**src/hw/rtl/ttdn_pkg.sv**
```systemverilog
`timescale 1ns / 1ps
// ----------------------------------------------------------------------------
// ttdn_pkg
// Shared types, widths and date tables for the timestamp to day number core.
// ----------------------------------------------------------------------------
package ttdn_pkg;

  localparam int DAY_W  = 22;
  localparam int SEC_W  = 19;
  localparam int YEAR_W = 14;
  localparam int DBM_W  = 9;

  localparam logic [7:0] CHAR_ZERO = 8'h30;
  localparam logic [7:0] CHAR_NINE = 8'h39;

  localparam logic [6:0] MONTH_FIRST = 7'd1;
  localparam logic [6:0] MONTH_LAST  = 7'd12;

  // one timestamp as received, ascii digits with the first character high
  typedef struct packed {
    logic [31:0] year_chars;
    logic [15:0] month_chars;
    logic [15:0] day_chars;
    logic [15:0] hour_chars;
    logic [15:0] minute_chars;
    logic [15:0] second_chars;
  } ts_t;

  typedef struct packed {
    logic [DAY_W-1:0] day_number;
    logic [SEC_W-1:0] seconds_of_day;
    logic             bad_input;
  } res_t;

  function automatic logic digit_ok(input logic [7:0] c);
    return (c >= CHAR_ZERO) && (c <= CHAR_NINE);
  endfunction

  function automatic logic [3:0] digit_val(input logic [7:0] c);
    logic [7:0] v;
    v = c - CHAR_ZERO;
    return v[3:0];
  endfunction

  // two ascii digits to a binary value 0..99
  function automatic logic [6:0] two_digit(input logic [15:0] cc);
    logic [6:0] hi;
    logic [6:0] lo;
    hi = {3'b000, digit_val(cc[15:8])};
    lo = {3'b000, digit_val(cc[7:0])};
    return (hi << 3) + (hi << 1) + lo;
  endfunction

  function automatic logic two_ok(input logic [15:0] cc);
    return digit_ok(cc[15:8]) && digit_ok(cc[7:0]);
  endfunction

  // days before month m (1..12), leap selects the leap-year row
  function automatic logic [DBM_W-1:0] days_before_month(input logic leap,
                                                          input logic [3:0] m);
    logic [DBM_W-1:0] base;
    logic [DBM_W-1:0] extra;
    case (m)
      4'd1:    base = 9'd0;
      4'd2:    base = 9'd31;
      4'd3:    base = 9'd59;
      4'd4:    base = 9'd90;
      4'd5:    base = 9'd120;
      4'd6:    base = 9'd151;
      4'd7:    base = 9'd181;
      4'd8:    base = 9'd212;
      4'd9:    base = 9'd243;
      4'd10:   base = 9'd273;
      4'd11:   base = 9'd304;
      4'd12:   base = 9'd334;
      default: base = 9'd0;
    endcase
    extra = (leap && (m > 4'd2)) ? 9'd1 : 9'd0;
    return base + extra;
  endfunction

endpackage

```
**src/hw/rtl/ttdn_calc.sv**
```systemverilog
`timescale 1ns / 1ps
// ----------------------------------------------------------------------------
// ttdn_calc
// Digit decode, leap-year count and day/second sums for one timestamp.
// ----------------------------------------------------------------------------
module ttdn_calc import ttdn_pkg::*; (
  input  ts_t  ts,
  output res_t res
);

  logic [6:0]        cent;
  logic [6:0]        yr_lo;
  logic [6:0]        month;
  logic [6:0]        day;
  logic [6:0]        hour;
  logic [6:0]        minute;
  logic [6:0]        second;
  logic [YEAR_W-1:0] year;
  logic [YEAR_W-1:0] leaps;
  logic [YEAR_W-1:0] div4_up;
  logic [YEAR_W-1:0] div100_up;
  logic [YEAR_W-1:0] div400_up;
  logic              lo_zero;
  logic              leap;
  logic              chars_ok;
  logic              month_ok;
  logic [DBM_W-1:0]  dbm;
  logic [DAY_W-1:0]  days;
  logic [SEC_W-1:0]  secs;

  always_comb begin
    cent   = two_digit(ts.year_chars[31:16]);
    yr_lo  = two_digit(ts.year_chars[15:0]);
    month  = two_digit(ts.month_chars);
    day    = two_digit(ts.day_chars);
    hour   = two_digit(ts.hour_chars);
    minute = two_digit(ts.minute_chars);
    second = two_digit(ts.second_chars);

    chars_ok = two_ok(ts.year_chars[31:16]) && two_ok(ts.year_chars[15:0]) &&
               two_ok(ts.month_chars) && two_ok(ts.day_chars) &&
               two_ok(ts.hour_chars) && two_ok(ts.minute_chars) &&
               two_ok(ts.second_chars);
    month_ok = (month >= MONTH_FIRST) && (month <= MONTH_LAST);

    year    = YEAR_W'(cent) * YEAR_W'(100) + YEAR_W'(yr_lo);
    lo_zero = (yr_lo == 7'd0);

    // year = 100*cent + yr_lo, so the ceilings over 100 and 400 follow from cent
    div4_up   = (year + YEAR_W'(3)) >> 2;
    div100_up = YEAR_W'(cent) + (lo_zero ? YEAR_W'(0) : YEAR_W'(1));
    div400_up = lo_zero ? ((YEAR_W'(cent) + YEAR_W'(3)) >> 2)
                        : ((YEAR_W'(cent) >> 2) + YEAR_W'(1));
    leaps     = div4_up - div100_up + div400_up;

    leap = lo_zero ? (cent[1:0] == 2'b00) : (yr_lo[1:0] == 2'b00);
    dbm  = days_before_month(leap, month[3:0]);

    days = DAY_W'(year) * DAY_W'(365) + DAY_W'(leaps) + DAY_W'(dbm) + DAY_W'(day);
    secs = SEC_W'(hour) * SEC_W'(3600) + SEC_W'(minute) * SEC_W'(60) + SEC_W'(second);

    res.bad_input      = !(chars_ok && month_ok);
    res.day_number     = res.bad_input ? '0 : days;
    res.seconds_of_day = res.bad_input ? '0 : secs;
  end

endmodule

```
**src/hw/rtl/timestamp_to_day_number_core.sv**
```systemverilog
`timescale 1ns / 1ps
// ----------------------------------------------------------------------------
// timestamp_to_day_number_core
// Gregorian day number and seconds of day from an ascii YYYYMMDDHHMMSS stamp.
// ----------------------------------------------------------------------------
// Takes one timestamp per cycle while in_stall is low, holds it in the input
// register and passes it through the decode and arithmetic into the output
// register. Throughput is one transaction per clock when out_stall is low, set
// by the single calculation stage between those registers; out_stall holds both
// stages and backs up into in_stall only when both are full.
// day_number counts days from year 0 (a leap year) through the given day,
// seconds_of_day is h*3600+m*60+s. A non-digit character or a month outside
// 1..12 raises bad_input with both numbers zero; day, hour, minute and second
// are not range checked.
module timestamp_to_day_number_core import ttdn_pkg::*; (
  input  logic             clk,
  input  logic             rst_n,
  input  logic             in_valid,
  output logic             in_stall,
  input  logic [31:0]      in_year_chars,
  input  logic [15:0]      in_month_chars,
  input  logic [15:0]      in_day_chars,
  input  logic [15:0]      in_hour_chars,
  input  logic [15:0]      in_minute_chars,
  input  logic [15:0]      in_second_chars,
  output logic             out_valid,
  input  logic             out_stall,
  output logic [DAY_W-1:0] out_day_number,
  output logic [SEC_W-1:0] out_seconds_of_day,
  output logic             out_bad_input
);

  ts_t  s1_ts_r;
  logic s1_valid_r;
  logic s1_valid_nxt;
  res_t calc_res;
  res_t s2_res_r;
  logic s2_valid_r;
  logic s2_valid_nxt;
  logic s2_adv;
  logic s1_adv;

  ttdn_calc u_calc (
    .ts  (s1_ts_r),
    .res (calc_res)
  );

  always_comb begin
    s2_adv       = !s2_valid_r || !out_stall;
    s1_adv       = !s1_valid_r || s2_adv;
    in_stall     = !s1_adv;
    s1_valid_nxt = s1_adv ? in_valid : s1_valid_r;
    s2_valid_nxt = s2_adv ? s1_valid_r : s2_valid_r;
  end

  always_ff @(posedge clk) begin
    if (!rst_n) begin
      s1_valid_r <= 1'b0;
      s2_valid_r <= 1'b0;
    end else begin
      s1_valid_r <= s1_valid_nxt;
      s2_valid_r <= s2_valid_nxt;
    end
  end

  always_ff @(posedge clk) begin
    if (s1_adv && in_valid) begin
      s1_ts_r.year_chars   <= in_year_chars;
      s1_ts_r.month_chars  <= in_month_chars;
      s1_ts_r.day_chars    <= in_day_chars;
      s1_ts_r.hour_chars   <= in_hour_chars;
      s1_ts_r.minute_chars <= in_minute_chars;
      s1_ts_r.second_chars <= in_second_chars;
    end
    if (s2_adv && s1_valid_r) begin
      s2_res_r <= calc_res;
    end
  end

  assign out_valid          = s2_valid_r;
  assign out_day_number     = s2_res_r.day_number;
  assign out_seconds_of_day = s2_res_r.seconds_of_day;
  assign out_bad_input      = s2_res_r.bad_input;

endmodule
```
**config.mk**
```make
export PLATFORM = sky130hd
export DESIGN_NAME = timestamp_to_day_number_core
export DESIGN_NICKNAME = d
export VERILOG_FILES = /design/src/hw/rtl/ttdn_pkg.sv /design/src/hw/rtl/ttdn_calc.sv /design/src/hw/rtl/timestamp_to_day_number_core.sv
export SDC_FILE = /design/constraint.sdc
export NUM_CORES = 1
export LEC_CHECK = 0
export ABC_AREA = 1
export BUFFER_PORTS_ARGS = -buffer_cell sky130_fd_sc_hd__buf_2
export CORE_MARGIN = 2
export CORE_UTILIZATION = 50
export CTS_CLUSTER_DIAMETER = 50
export DETAILED_ROUTE_END_ITERATION = 6
export PLACE_DENSITY = 0.81
export SETUP_SLACK_MARGIN = 0.02
export SLEW_MARGIN = 20
export SYNTH_ARGS = -nofsm -noshare
export SYNTH_HDL_FRONTEND = slang
export SYNTH_HIERARCHICAL = 1
export SYNTH_SLANG_ARGS = --single-unit
```
**constraint.sdc**
```tcl
create_clock -name clk -period 8.1 [get_ports clk]
set_input_delay 1.62 -clock clk [delete_from_list [all_inputs] [get_ports clk]]
set_output_delay 1.62 -clock clk [all_outputs]
set_load 0.05 [all_outputs]
```
* After elaboration in Yosys (flattened, before gate mapping)
Memories as Yosys holds them, arrays and structs flattened. Cells that the tools add are included. Widths: inputs -> output; s select.
Operators by class: magnitude comparators 31, add/sub/neg operators 41, mux-type cells 4, reduce and logical (&&, ||, !) cells 42, multipliers 4
Operators by type and width (count):
- $ge 8x6->1 const B | 14
- $le 8x6->1 const B | 14
- $sub 4x1->4 const B | 14
- $add 7x4->7 | 7
- $add 7x5->7 | 7
- $logic_and 1x1->1 | 32
- $add 22x14->22 | 1
- $add 22x7->22 | 1
- $add 22x9->22 | 1
- $mul 14x9->22 const B | 1
- $add 19x13->19 | 1
- $add 19x7->19 | 1
- $mul 7x8->15 const B | 1
- $add 14x14->14 | 1
- $add 14x2->14 const B | 1
- $add 14x7->14 | 1
- $add 7x14->14 | 1
- $mux 14 | 1
- $sub 12x14->14 | 1
- $mul 7x5->12 const B | 1
- $mul 7x4->11 const B | 1
- $add 9x1->9 | 1
- $add 7x2->8 const B | 1
- $ge 7x1->1 const B | 1
- 8 further kinds | 16
Word-level totals: bits in read-only memories 144, memories kept 1, bits of input ports 116, word-level logic and storage cells 134, bits in registers 156
Memory list:
- (no name shown) | words 16, bits a word 9, rd ports 1, clocked after memory_dff 0, write ports 0, RTL line ttdn_pkg.sv:63 | case (m)

* Logic depth before layout (Yosys ltp)
word-level depth 11, mapped depth 54, mapped depth without buffers 54

* Hierarchy
The synthesis kept the hierarchy.
By module, submodules not included:
- ttdn_calc | instances 1, area an instance 10138.5 um^2, cells an instance 1355, sequential area each 0.0 um^2
- timestamp_to_day_number_core | instances 1, area an instance 4719.5 um^2, cells an instance 167, sequential area each 4664.5 um^2

* Worst setup path after synthesis
No wires, ideal clock.
kind register to register, start point register s1_ts_r[106] (netlist bit), end point register s2_res_r (netlist bit out_day_number[19]), data pin, stages on the path, launching flop included 45, slack -0.458 ns, data required time 7.839 ns, arrival time 8.297 ns, path through edfxtp_1 inv_1 fa_1 fa_1 inv_1 ha_1 ha_1 ha_1 xor2_1 ha_1 xnor2_2 nand4_2 nand2_4 inv_2 nand3_2 nand2_1 or2_2 nand2_1 [9 not listed] inv_1 ha_1 inv_1 fa_1 fa_1 inv_1 fa_1 ha_1 a21oi_1 o21ai_0 nand3_1 nand2_1 a21oi_1 o21bai_1 nand3_1 nand2_1 o21ai_0 a21oi_1
Between the ends: cells in the longest elaborated chain, start to end 11, elaborated cells on any way between the ends 27
RTL lines:
- start: declaration | RTL line timestamp_to_day_number_core.sv:33 | ts_t s1_ts_r;
- $sub 4x1->4 | RTL line ttdn_pkg.sv:41 | v = c - CHAR_ZERO;
- $add 7x5->7 | RTL line ttdn_pkg.sv:51 | return (hi << 3) + (hi << 1) + lo;
- $add 7x4->7 | RTL line ttdn_pkg.sv:51
- $mul 7x5->12 | RTL line ttdn_calc.sv:46 | year = YEAR_W'(cent) * YEAR_W'(100) + YEAR_W'(yr_lo);
- $add 14x7->14 | RTL line ttdn_calc.sv:46
- $add 14x2->14 | RTL line ttdn_calc.sv:50 | div4_up = (year + YEAR_W'(3)) >> 2;
- $sub 12x14->14 | RTL line ttdn_calc.sv:54 | leaps = div4_up - div100_up + div400_up;
- $add 14x14->14 | RTL line ttdn_calc.sv:54
- $add 22x14->22 | RTL line ttdn_calc.sv:59 | days = DAY_W'(year) * DAY_W'(365) + DAY_W'(leaps) + DAY_W'(dbm) + DAY_W'(day);
- $add 22x9->22 | RTL line ttdn_calc.sv:59
- $add 22x7->22 | RTL line ttdn_calc.sv:59
- end signal: assignment | RTL line timestamp_to_day_number_core.sv:76 | s2_res_r <= calc_res;
- end: declaration | RTL line timestamp_to_day_number_core.sv:37 | res_t s2_res_r;
Several ways; a longest one is shown, not always the timed one. A chain may end at the register's enable or synchronous reset.

* Worst setup path in the final report
Same ends and word-level chain as after synthesis.

==> summary by stage <==
Outcome
The flow ran to the end, but the final reports show violations. The checks that failed: negative setup slack.

STA
The routed design could run at a clock period as short as 8.257 ns. Between clock sinks in the finished design, the worst skew comes to 0.01341 ns. The number of hold violations in the final report came to 0. The final setup slack of the worst path is -0.1570 ns.

The max-slew violation total from the final report was 0. Setup violations remaining at the end of the flow were counted as 10. Setup repair after global routing could not meet its margin everywhere. The worst-case headroom to the max-slew limit is 44.86%. Hold is met by 0.5165 ns. The upper clock frequency limit is 121.1 MHz. The actual transition at the worst max-transition pin is 0.8262 ns. The share of the clock period used by the worst path is 101.9%.

Detailed routing
In the final routed layout, each cell accounts on average for 16.27 um. The length of the first detailed-routing pass in iterations is 5. Dividing the detail-routed via count by the number of cells gives 5.292. The detailed router finished its first iteration with 641 violations.

The total detailed-routing wirelength is 36590 um. In the routed design, unresolved DRC markers number 0. The detailed router placed 11900 vias in this run. The post-route antenna net violation count is 0.

Floorplan
The initial core utilization is 50.40%. The area of the die is 31110 um2. The height of the chip is 176.4 um. The horizontal die dimension is 176.4 um. The floorplan has 63 rows. The core area is 29480 um2. 160 I/O pins were placed.

Worst setup path
At the worst endpoint, the arrival time is 8.57 ns. The master of the slowest instance on the critical path is fa_2. The nature of the critical path startpoint is a register. The path depth of the worst reg2reg path is 42. Data on the critical path is required at its endpoint by 8.41 ns.

STA classifies the critical path endpoint as a register. The highest net fanout along the worst path is 4. The setup path with the least slack is of type reg2reg.

In this design, the stage delay of the slowest critical-path cell is 0.55 ns.

Cells and area
In the final layout, the share of cells above drive strength 1 is 29.21%. From synthesis to final layout, the design area changed by 25.88%. The net count of the finished layout is 2316. The total non-filler cell area in the finished layout is 18700 um2. The fill cell total of the finished layout is 2240. The repair_antennas step left the layout with diodes totalling 0. The area used by sequential logic in the layout is 4664 um2. The multi-input combinational cells in the finished layout cover a total of 9849 um2.

GRT
The first global-routing pass estimated 57630 um of wire. The remaining global-route overflow is 0. The initial antenna violation count came to 0. The via count of the first global-routing pass is 12420. Across every metal layer, demand over resource in global routing totals 23.30%. Entering global routing, the biggest net connects 94 pins.

Synth
The cell type with the highest aggregate area in the netlist is edfxtp_1. The mapped netlist covers 14860 um2. The area share of the leading cell type in the synthesized netlist is 31.12%. By area the synthesized netlist is led by edfxtp_1 (31%), ha_1 (21%), fa_1 (15%). Each instance of the synthesized netlist takes up on average 9.762 um2. Sorting the synthesized cells by how often they occur yields inv_1 (304), ha_1 (245), nand2_1 (208). The most frequently used cell type in the post-synthesis netlist is inv_1. The number of warnings issued by yosys is 6. The most frequently used flop master after synthesis is edfxtp_1. Of the synthesized area, sequential elements account for 31.39%. The fraction of registers with async set/reset is 0%. The synthesized design contains 156 register bits. Counting every instance in the synthesized netlist gives 1522.

In this run, synthesis inferred 154 flip-flops with an integrated enable. The net count after synthesis is 1992. Counting distinct cell types in the post-synthesis netlist gives 49.

Placed design
The congestion estimate from routability-driven global placement came to 0.9312. In this run the tool buffered the top-level ports with 159 buffer cells. The total half-perimeter wirelength after legalization and detailed placement is 27380 um.

The cell area after placement is 17280 um2.

Clock network
In this run, post-CTS hold repair placed 0 buffers. The clock tree synthesis step divided the H-tree into 4 levels. The clock tree root buffer cell is clkbuf_16. The clock latency on the worst-skew pair is 0.44 ns.

The TritonCTS sink count is 156. The number of buffers created by CTS is 17. The maximum number of buffers from clock root to sink is 2.

The clock slew at the register clock pins of the worst setup and hold paths is 0.07 ns. The TritonCTS clock tree is built.

Worst hold path
The worst hold path belongs to the class reg2reg. The hold-critical path depth is 2.

Job
The total of max-cap violations is 0.
## flip-flops by register name, summed over array words and instances, names as in the netlist
register	count
s1_ts_r	112
out_valid	1
s1_valid_r	1
out_seconds_of_day	19
out_day_number	22
out_bad_input	1
## worst max-delay path, delay by kind of cell (launching register included)
family / cells / cell delay, ns
AOI/OAI and AO/OA: 4 / 0.49
xor gates and xnor gates: 4 / 0.67
adders and majority gates: 12 / 4.41
buffers and inverters: 8 / 0.71
DFF: 1 / 0.41
and+or+nand+nor: 14 / 1.42
## cell type report
cell class,instances,area share [%]
clock buffers,18,2.295
clock inverters,14,0.8028
inverters,314,6.335
multi-input cells,1048,52.66
flip-flops and latches,156,24.94
well taps,390,2.609
repair buffers,309,10.36
## path summary, 6_finish.rpt
check | from | endpoint | slack [ns]
setup / recovery | s1_ts_r[106]$_DFFE_PP_ | out_day_number[19]$_DFFE_PP_ | -0.16
hold / removal | s1_valid_r$_SDFFE_PN0P_ | s1_valid_r$_SDFFE_PN0P_ | 0.52
setup reg to reg | s1_ts_r[106]$_DFFE_PP_ | out_day_number[19]$_DFFE_PP_ | -0.16
hold reg to reg | s1_valid_r$_SDFFE_PN0P_ | s1_valid_r$_SDFFE_PN0P_ | 0.52
## per-layer routing
layer	wire, um	vias to the layer above	track usage [%]	share of wire (%)
met5	0	-	0	0
met4	1819	0	11.09	5.0
met3	1618	128	3.854	4.4
met2	19220	405	43.01	53
met1	13930	5700	26.08	38
li1	-	5668	-	-
## what timing repair did
action                     in CTS  in global routing
buffers inserted               13                 16
resized for setup              59                 85
setup endpoints to repair      13                 17
pin swaps                      65                 82
## cell families after synthesis
| logic type | share of synthesized area [%] |
|---|---|
| DFF | 31.39 |
| buffers and inverters | 8.050 |
| and+or+nand+nor | 13.30 |
| AOI/OAI and AO/OA | 7.200 |
| xor gates and xnor gates | 4.741 |
| adders and majority gates | 35.32 |
## per-stage QoR
step / util [%] / TNS (ns) / worst slack (ns) / instances
2_1_floorplan: - / 0 / 0.04584 / 1522
3_3_place_gp: 58.62 / -0.6807 / -0.1816 / 2189
3_5_place_dp: 58.62 / -2.858 / -0.3691 / 2189
4_1_cts: 61.80 / -0.9839 / -0.1692 / 2233
5_1_grt: 63.44 / -5.592 / -0.5352 / 2249
6_report: 63.44 / -1.097 / -0.1570 / 2249
## cell usage in the layout (no fill, tap or decap), types with 31 or more instances in the layout
master    synthesis  layout
a21oi_1          96      77
buf_2             1     159
buf_4             0     146
edfxtp_1        154     154
fa_1            109     107
ha_1            245     211
ha_4              0      31
inv_1           304     280
inv_2             9      31
nand2_1         208     185
nand2_2          18      36
nand3_1          49      43
nor2_1           67      57
o21ai_0          59      49
xnor2_1          35      32
xor2_1           38      35
Power is not shown: default switching activity piles up to over one toggle a cycle in this logic, so the estimate is an artifact.
